## src/rpca_pkg.sv

```systemverilog
// Package with constants, types and helpers of the row prime count unit.
`timescale 1ns / 1ps

package rpca_pkg;

    localparam int VALUE_WIDTH = 16;
    localparam int MAX_DIM     = 128;
    localparam int DIM_W       = 8;
    localparam int CNT_W       = 8;
    localparam int EFF_W       = DIM_W + 1;

    localparam int S_TDATA_W   = ((VALUE_WIDTH + 7) / 8) * 8;
    localparam int M_TDATA_W   = ((2 * CNT_W + 7) / 8) * 8;

    localparam int DIV_STEPS   = 8;
    localparam int DIV_CYCLES  = (VALUE_WIDTH + DIV_STEPS - 1) / DIV_STEPS;
    localparam int DVD_W       = DIV_CYCLES * DIV_STEPS;
    localparam int CYC_W       = (DIV_CYCLES > 1) ? $clog2(DIV_CYCLES) : 1;
    localparam int DIV_W       = VALUE_WIDTH / 2 + 2;
    localparam int SQ_W        = VALUE_WIDTH + 2;

    localparam logic [0:0] REG_ROW_COUNT = 1'b0;
    localparam logic [0:0] REG_COL_COUNT = 1'b1;

    typedef enum logic [3:0] {
        ST_IDLE   = 4'b0001,
        ST_DIV    = 4'b0010,
        ST_NEXT   = 4'b0100,
        ST_FINISH = 4'b1000
    } state_t;

    function automatic logic [EFF_W-1:0] effective_dim(input logic [DIM_W-1:0] reg_val);
        logic [EFF_W-1:0] ext;
        ext = {1'b0, reg_val};
        if (ext == '0) begin
            return EFF_W'(1);
        end else if (ext > EFF_W'(MAX_DIM)) begin
            return EFF_W'(MAX_DIM);
        end
        return ext;
    endfunction

endpackage

```

## src/row_prime_count_argmax_unit.sv

```systemverilog
// Top level: trial division primality test with per-row prime count and best row.
// Negatives, values below 2, even values and odd values below 9 go from ST_IDLE to ST_FINISH.
// Larger odd values test odd divisors from 3 while d*d <= value, each through ST_DIV and
// ST_NEXT on the shared restoring divider (8 dividend bits per cycle).
// The result leaves through an output register, loaded in ST_FINISH of the last element.
// aresetn is synchronous and active low; it sets both dimensions to 1 and clears progress.
`timescale 1ns / 1ps

module row_prime_count_argmax_unit
    import rpca_pkg::*;
(
    input  logic                 aclk,
    input  logic                 aresetn,
    input  logic                 cfg_wr_en,
    input  logic [0:0]           cfg_addr,
    input  logic [DIM_W-1:0]     cfg_wr_data,
    input  logic                 s_tvalid,
    output logic                 s_tready,
    input  logic [S_TDATA_W-1:0] s_tdata,   // value
    output logic                 m_tvalid,
    input  logic                 m_tready,
    output logic [M_TDATA_W-1:0] m_tdata    // {best_count, best_row}
);

    state_t state_reg, state_next;

    logic [DIM_W-1:0]       row_count_reg, col_count_reg;
    logic [CNT_W-1:0]       col_pos_reg, col_pos_next;
    logic [CNT_W-1:0]       row_pos_reg, row_pos_next;
    logic [CNT_W-1:0]       row_primes_reg, row_primes_next;
    logic [CNT_W-1:0]       max_primes_reg, max_primes_next;
    logic [CNT_W-1:0]       max_row_reg, max_row_next;

    logic [VALUE_WIDTH-1:0] value_reg, value_next;
    logic [DVD_W-1:0]       dvd_reg, dvd_next;
    logic [DIV_W:0]         rem_reg, rem_next;
    logic [DIV_W-1:0]       div_reg, div_next;
    logic [SQ_W-1:0]        sq_reg, sq_next;
    logic [CYC_W-1:0]       cyc_reg, cyc_next;
    logic                   prime_reg, prime_next;

    logic                   m_tvalid_reg, m_tvalid_next;
    logic [M_TDATA_W-1:0]   m_tdata_reg, m_tdata_next;

    logic [VALUE_WIDTH-1:0] in_value;
    logic [DIV_W:0]         step_rem;
    logic [DVD_W-1:0]       step_dvd;
    logic [DIV_W-1:0]       cand_div;
    logic [SQ_W-1:0]        cand_sq;
    logic [EFF_W-1:0]       rows_eff, cols_eff;
    logic [CNT_W-1:0]       col_inc, row_inc, primes_inc;
    logic                   row_end, mat_end;

    assign in_value = s_tdata[VALUE_WIDTH-1:0];
    assign s_tready = (state_reg == ST_IDLE);
    assign m_tvalid = m_tvalid_reg;
    assign m_tdata  = m_tdata_reg;

    always_comb begin
        logic [DIV_W:0]   r;
        logic [DVD_W-1:0] d;
        r = rem_reg;
        d = dvd_reg;
        for (int i = 0; i < DIV_STEPS; i++) begin
            r = {r[DIV_W-1:0], d[DVD_W-1]};
            d = {d[DVD_W-2:0], 1'b0};
            if (r >= {1'b0, div_reg}) begin
                r = r - {1'b0, div_reg};
            end
        end
        step_rem = r;
        step_dvd = d;
    end

    assign cand_div = div_reg + DIV_W'(2);
    assign cand_sq  = sq_reg + SQ_W'({div_reg, 2'b00}) + SQ_W'(4);

    assign rows_eff   = effective_dim(row_count_reg);
    assign cols_eff   = effective_dim(col_count_reg);
    assign primes_inc = prime_reg ? row_primes_reg + CNT_W'(1) : row_primes_reg;
    assign col_inc    = col_pos_reg + CNT_W'(1);
    assign row_inc    = row_pos_reg + CNT_W'(1);
    assign row_end    = ({1'b0, col_inc} >= cols_eff);
    assign mat_end    = row_end && ({1'b0, row_inc} >= rows_eff);

    always_comb begin
        state_next      = state_reg;
        value_next      = value_reg;
        dvd_next        = dvd_reg;
        rem_next        = rem_reg;
        div_next        = div_reg;
        sq_next         = sq_reg;
        cyc_next        = cyc_reg;
        prime_next      = prime_reg;
        col_pos_next    = col_pos_reg;
        row_pos_next    = row_pos_reg;
        row_primes_next = row_primes_reg;
        max_primes_next = max_primes_reg;
        max_row_next    = max_row_reg;
        m_tvalid_next   = m_tvalid_reg && !m_tready;
        m_tdata_next    = m_tdata_reg;

        case (state_reg)
            ST_IDLE: begin
                if (s_tvalid) begin
                    value_next = in_value;
                    dvd_next   = DVD_W'(in_value);
                    rem_next   = '0;
                    div_next   = DIV_W'(3);
                    sq_next    = SQ_W'(9);
                    cyc_next   = CYC_W'(DIV_CYCLES - 1);
                    if (in_value[VALUE_WIDTH-1] || in_value < VALUE_WIDTH'(2)) begin
                        prime_next = 1'b0;
                        state_next = ST_FINISH;
                    end else if (!in_value[0]) begin
                        prime_next = (in_value == VALUE_WIDTH'(2));
                        state_next = ST_FINISH;
                    end else if (SQ_W'(in_value) < SQ_W'(9)) begin
                        prime_next = 1'b1;
                        state_next = ST_FINISH;
                    end else begin
                        state_next = ST_DIV;
                    end
                end
            end
            ST_DIV: begin
                rem_next = step_rem;
                dvd_next = step_dvd;
                cyc_next = cyc_reg - CYC_W'(1);
                if (cyc_reg == '0) begin
                    state_next = ST_NEXT;
                end
            end
            ST_NEXT: begin
                if (rem_reg == '0) begin
                    prime_next = 1'b0;
                    state_next = ST_FINISH;
                end else if (cand_sq > SQ_W'(value_reg)) begin
                    prime_next = 1'b1;
                    state_next = ST_FINISH;
                end else begin
                    div_next   = cand_div;
                    sq_next    = cand_sq;
                    dvd_next   = DVD_W'(value_reg);
                    rem_next   = '0;
                    cyc_next   = CYC_W'(DIV_CYCLES - 1);
                    state_next = ST_DIV;
                end
            end
            ST_FINISH: begin
                if (!(mat_end && m_tvalid_reg && !m_tready)) begin
                    state_next = ST_IDLE;
                    if (!row_end) begin
                        col_pos_next    = col_inc;
                        row_primes_next = primes_inc;
                    end else begin
                        col_pos_next    = '0;
                        row_primes_next = '0;
                        row_pos_next    = row_inc;
                        if (primes_inc > max_primes_reg) begin
                            max_primes_next = primes_inc;
                            max_row_next    = row_inc;
                        end
                        if (mat_end) begin
                            m_tvalid_next = 1'b1;
                            m_tdata_next  = M_TDATA_W'({max_primes_next, max_row_next});
                            row_pos_next    = '0;
                            max_primes_next = '0;
                            max_row_next    = '0;
                        end
                    end
                end
            end
            default: begin
                state_next = ST_IDLE;
            end
        endcase
    end

    always_ff @(posedge aclk) begin
        if (!aresetn) begin
            state_reg      <= ST_IDLE;
            row_count_reg  <= DIM_W'(1);
            col_count_reg  <= DIM_W'(1);
            col_pos_reg    <= '0;
            row_pos_reg    <= '0;
            row_primes_reg <= '0;
            max_primes_reg <= '0;
            max_row_reg    <= '0;
            m_tvalid_reg   <= 1'b0;
        end else begin
            state_reg      <= state_next;
            col_pos_reg    <= col_pos_next;
            row_pos_reg    <= row_pos_next;
            row_primes_reg <= row_primes_next;
            max_primes_reg <= max_primes_next;
            max_row_reg    <= max_row_next;
            m_tvalid_reg   <= m_tvalid_next;
            if (cfg_wr_en) begin
                case (cfg_addr)
                    REG_ROW_COUNT: row_count_reg <= cfg_wr_data;
                    REG_COL_COUNT: col_count_reg <= cfg_wr_data;
                    default: ;
                endcase
            end
        end
    end

    always_ff @(posedge aclk) begin
        value_reg   <= value_next;
        dvd_reg     <= dvd_next;
        rem_reg     <= rem_next;
        div_reg     <= div_next;
        sq_reg      <= sq_next;
        cyc_reg     <= cyc_next;
        prime_reg   <= prime_next;
        m_tdata_reg <= m_tdata_next;
    end

endmodule

```

## config.mk

```make
export PLATFORM = sky130hd
export DESIGN_NAME = row_prime_count_argmax_unit
export DESIGN_NICKNAME = d
export VERILOG_FILES = /design/src/rpca_pkg.sv /design/src/row_prime_count_argmax_unit.sv
export SDC_FILE = /design/constraint.sdc
export NUM_CORES = 1
export LEC_CHECK = 0
export BUFFER_PORTS_ARGS = -buffer_cell sky130_fd_sc_hd__buf_2
export CAP_MARGIN = 0
export CORE_MARGIN = 8
export CORE_UTILIZATION = 50
export CTS_CLUSTER_DIAMETER = 120
export DETAILED_ROUTE_END_ITERATION = 8
export PLACE_DENSITY = 0.67
export SETUP_SLACK_MARGIN = 0.05
export SLEW_MARGIN = 5
export SYNTH_ARGS = -nofsm -noshare
export SYNTH_HDL_FRONTEND = slang
export SYNTH_SLANG_ARGS = --single-unit
```

## constraint.sdc

```tcl
create_clock -name aclk -period 21.6 [get_ports aclk]
set_clock_uncertainty 0.15 [all_clocks]
set_input_delay 3.24 -clock aclk [delete_from_list [all_inputs] [get_ports aclk]]
set_output_delay 3.24 -clock aclk [all_outputs]
set_load 0.005 [all_outputs]
```

==> insert_results.sql <==
INSERT INTO impl_metrics (metric_group, metric, value, unit) VALUES
('grt', 'number_of_global_route_vias_before_repair', '9595', ''),
('worst_setup_path', 'cp_common_cell', 'a21oi_1', ''),
('drt', 'highest_layer', 'met4', ''),
('final_layout', 'area.growth.synth_to_final', '9.89', '%'),
('run_status', 'run_status', 'complete, no violations', ''),
('drt', 'wl_met3', '1100', 'um'),
('cts', 'postCtsSetupRepairBufs', '0', ''),
('worst_setup_path', 'crit_slowest_cell', 'edfxtp_1', ''),
('grt', 'maximum_number_of_pins_on_one_net_before_global_route_repair', '34', ''),
('timing', 'layout_worst_path_cycle_share', '0.911', ''),
('yosys', 'synth-compound-area-share', '0.205', ''),
('timing', 'final-hold-violation-count', '0', ''),
('worst_setup_path', 'critical_path.reg2reg.endpoint', 'rem_reg[4]$_SDFFCE_PN0P_', ''),
('floorplan', 'die_width', '172', 'um'),
('floorplan', 'initial_utilization', '0.503', ''),
('yosys', 'synth-async-reset-ratio', '0', ''),
('yosys', 'synth_edf_count', '85', ''),
('yosys', 'post-synth-top-area-cell', 'edfxtp_1', ''),
('worst_setup_path', 'rrSetupSlack', '1930', 'ps'),
('drt', 'drt-total-wl', '29400', 'um'),
('cts', 'tritoncts', 'done', ''),
('timing', 'rsz0062_at_grt', 'no', ''),
('cts', 'tritoncts.num_buffers', '17', ''),
('min_path', 'worst_hold_path.endpoint', 'state_reg[2]$_SDFFE_PN0P_', ''),
('drt', 'm1WireLength', '14000', 'um'),
('yosys', 'yosys.area_share.xor_xnor', '0.0796', ''),
('yosys', 'synth-seq-cells', '146', ''),
('yosys', 'synth_top_cell_area_share', '0.211', ''),
('yosys', 'synth-simple-area-share', '0.161', ''),
('worst_setup_path', 'worst-endpoint-required', '21740', 'ps'),
('worst_setup_path', 'cp_max_stage_delay', '720', 'ps'),
('yosys', 'synth_cell_area', '0.0121', 'mm2'),
('placed_design', 'gpl.final_weighted_congestion', '0.942', ''),
('yosys', 'postSynth.topFlopCell', 'edfxtp_1', ''),
('floorplan', 'io_pins', '48', ''),
('floorplan', 'rows', '57', ''),
('drt', 'detailedRoute.firstIterationViolations', '523', ''),
('yosys', 'yosys.cell_types.count', '85', ''),
('drt', 'drt-wirelength-per-cell', '17.2', 'um'),
('grt', 'grt_antenna_before_repair', '0', ''),
('min_path', 'hold_path_startpoint', 'cyc_reg$_SDFFCE_PN1P_', ''),
('floorplan', 'core_area', '0.0240', 'mm2'),
('drt', 'detailedRoute.firstPassIterationCount', '8', ''),
('final_layout', 'nNetsFinal', '1548', ''),
('final_layout', 'layout.filler_cells', '2158', ''),
('floorplan', 'die_y', '172', 'um'),
('timing', 'highest_clock_frequency_the_design_can_meet', '50.8', 'MHz'),
('worst_setup_path', 'r2r_start', 'div_reg[1]$_SDFFCE_PP1P_', ''),
('cts', 'insertion_delay', '420', 'ps'),
('worst_setup_path', 'worst_setup_path_end_kind', 'flop', ''),
('min_path', 'worst_hold_path.num_cells', '1', ''),
('cts', 'clock_sinks', '146', ''),
('worst_setup_path', 'cp_top_family', 'compound AO/OA/AOI/OAI gates', ''),
('grt', 'grt_util_all_layers', '0.204', ''),
('drt', 'wl_met2', '13700', 'um'),
('timing', 'timing.final.crit_period', '19670', 'ps'),
('timing', 'timing.final.max_slew_violations', '0', ''),
('yosys', 'yosys-top-cells-area', 'edfxtp_1, ha_1, dfxtp_1, xnor2_1, nand2_1', ''),
('yosys', 'syn_inst', '1327', ''),
('placed_design', 'dp_wirelength', '22500', 'um'),
('yosys', 'synthesis_warnings', '0', ''),
('worst_setup_path', 'worstPathArrival', '19810', 'ps'),
('drt', 'num_vias', '9793', ''),
('worst_setup_path', 'ff2ff_path_depth', '77', ''),
('worst_setup_path', 'crit_path_start_kind', 'flop', ''),
('worst_setup_path', 'critical_path_buf_inv_count', '5', ''),
('final_layout', 'layout-drive-gt1-share', '0.108', ''),
('floorplan', 'floorplan_die_area', '0.0294', 'mm2'),
('yosys', 'syn_avg_cell_area', '9.11', 'um2'),
('worst_setup_path', 'kind_of_critical_path', 'flop to flop', ''),
('timing', 'tightestPinTransition', '1090', 'ps');
-- kinds of logic (layout without fill, tap and decap cells) --
family          count (synthesis)  count (layout)
flops                         146             146
xor+xnor                      109             109
simple gates                  404             404
fa+ha+maj                     148             148
mux                            45              45
buf+inv                       120             176
compound gates                355             355
-- cell usage after synthesis (all sizes together), types with 7 or more instances --
library cell,count
a21oi,87
nand3,36
mux2,33
o211ai,11
dfxtp,61
a22o,25
a221o,9
mux2i,12
buf,10
nand4,21
inv,86
nor2b,13
a211oi,16
a21o,45
nand2b,12
and2,24
nor3,16
o21ai,58
fa,9
xnor2,74
a31oi,7
clkbuf,24
nand2,128
ha,139
and3,17
o21a,9
a21boi,27
xor2,35
nor4,9
nor2,99
o21bai,19
or3,8
o31ai,9
edfxtp,85
-- final cells by class --
class | count | area [um2] | share of cell area
clock buffers | 17 | 425 | 0.0320
inverters | 86 | 323 | 0.0243
multi-input cells | 1061 | 7850 | 0.591
repair buffers | 58 | 318 | 0.0239
well taps | 324 | 405 | 0.0305
flip-flops and latches | 146 | 3770 | 0.284
clock inverters | 15 | 194 | 0.0146
-- per-stage QoR --
stage | utilization | std cells | cell area (um2) | hold WS (ps) | setup slack (ps)
floorplan | - | 1327 | 12100 | 265 | 4380
detailed placement | 0.527 | 1675 | 12700 | 288 | 2150
finish | 0.553 | 1707 | 13300 | 293 | 1930
global route | 0.553 | 1707 | 13300 | 317 | 401
global placement | 0.527 | 1675 | 12700 | 278 | 2740
CTS | 0.553 | 1707 | 13300 | 294 | 2090
-- worst reg2reg max path: cells and delay by family, from the launching register on --
family | cells | cell delay [ps]
and+or+nand+nor | 14 | 3540
DFF | 1 | 720
muxes | 4 | 1590
xor gates and xnor gates | 3 | 850
AOI/OAI and AO/OA | 43 | 9240
buffers and inverters | 5 | 840
adders and majority gates | 8 | 2620
-- layer usage --
metal / up-vias / track usage
li1: 4932 / -
met1: 4603 / 0.270
met2: 217 / 0.341
met3: 41 / 0.0266
met4: 0 / 0.0616
met5: - / 0
-- how the worst max path moves through the flow --
stage	end	from	depth (start not counted)	slack [ps]
after global routing	rem_reg[7]$_SDFFCE_PN0P_	div_reg[1]$_SDFFCE_PP1P_	77	400
after floorplan	rem_reg[8]$_SDFFCE_PN0P_	div_reg[1]$_SDFFCE_PP1P_	80	4380
after CTS	rem_reg[4]$_SDFFCE_PN0P_	div_reg[1]$_SDFFCE_PP1P_	77	2090
after global placement	rem_reg[5]$_SDFFCE_PN0P_	div_reg[1]$_SDFFCE_PP1P_	77	2740
final	rem_reg[4]$_SDFFCE_PN0P_	div_reg[1]$_SDFFCE_PP1P_	77	1930
after detailed placement	rem_reg[4]$_SDFFCE_PN0P_	div_reg[1]$_SDFFCE_PP1P_	77	2150
-- layout by cell type, fill, tap and decap left out, drive strengths merged, types with 17 or more instances in the layout --
cell type  count
a22o          25
edfxtp        85
nor2          99
o21ai         58
nand2        128
clkbuf        17
dfxtp         61
and3          17
inv           93
xor2          35
mux2          33
a21oi         87
ha           139
a21o          45
and2          24
nand4         21
o21bai        19
xnor2         74
buf           58
nand3         36
a21boi        27
Power is left out: the tool's default activity adds up to more than one toggle a clock period on the data nets, which glitch-free logic cannot reach.
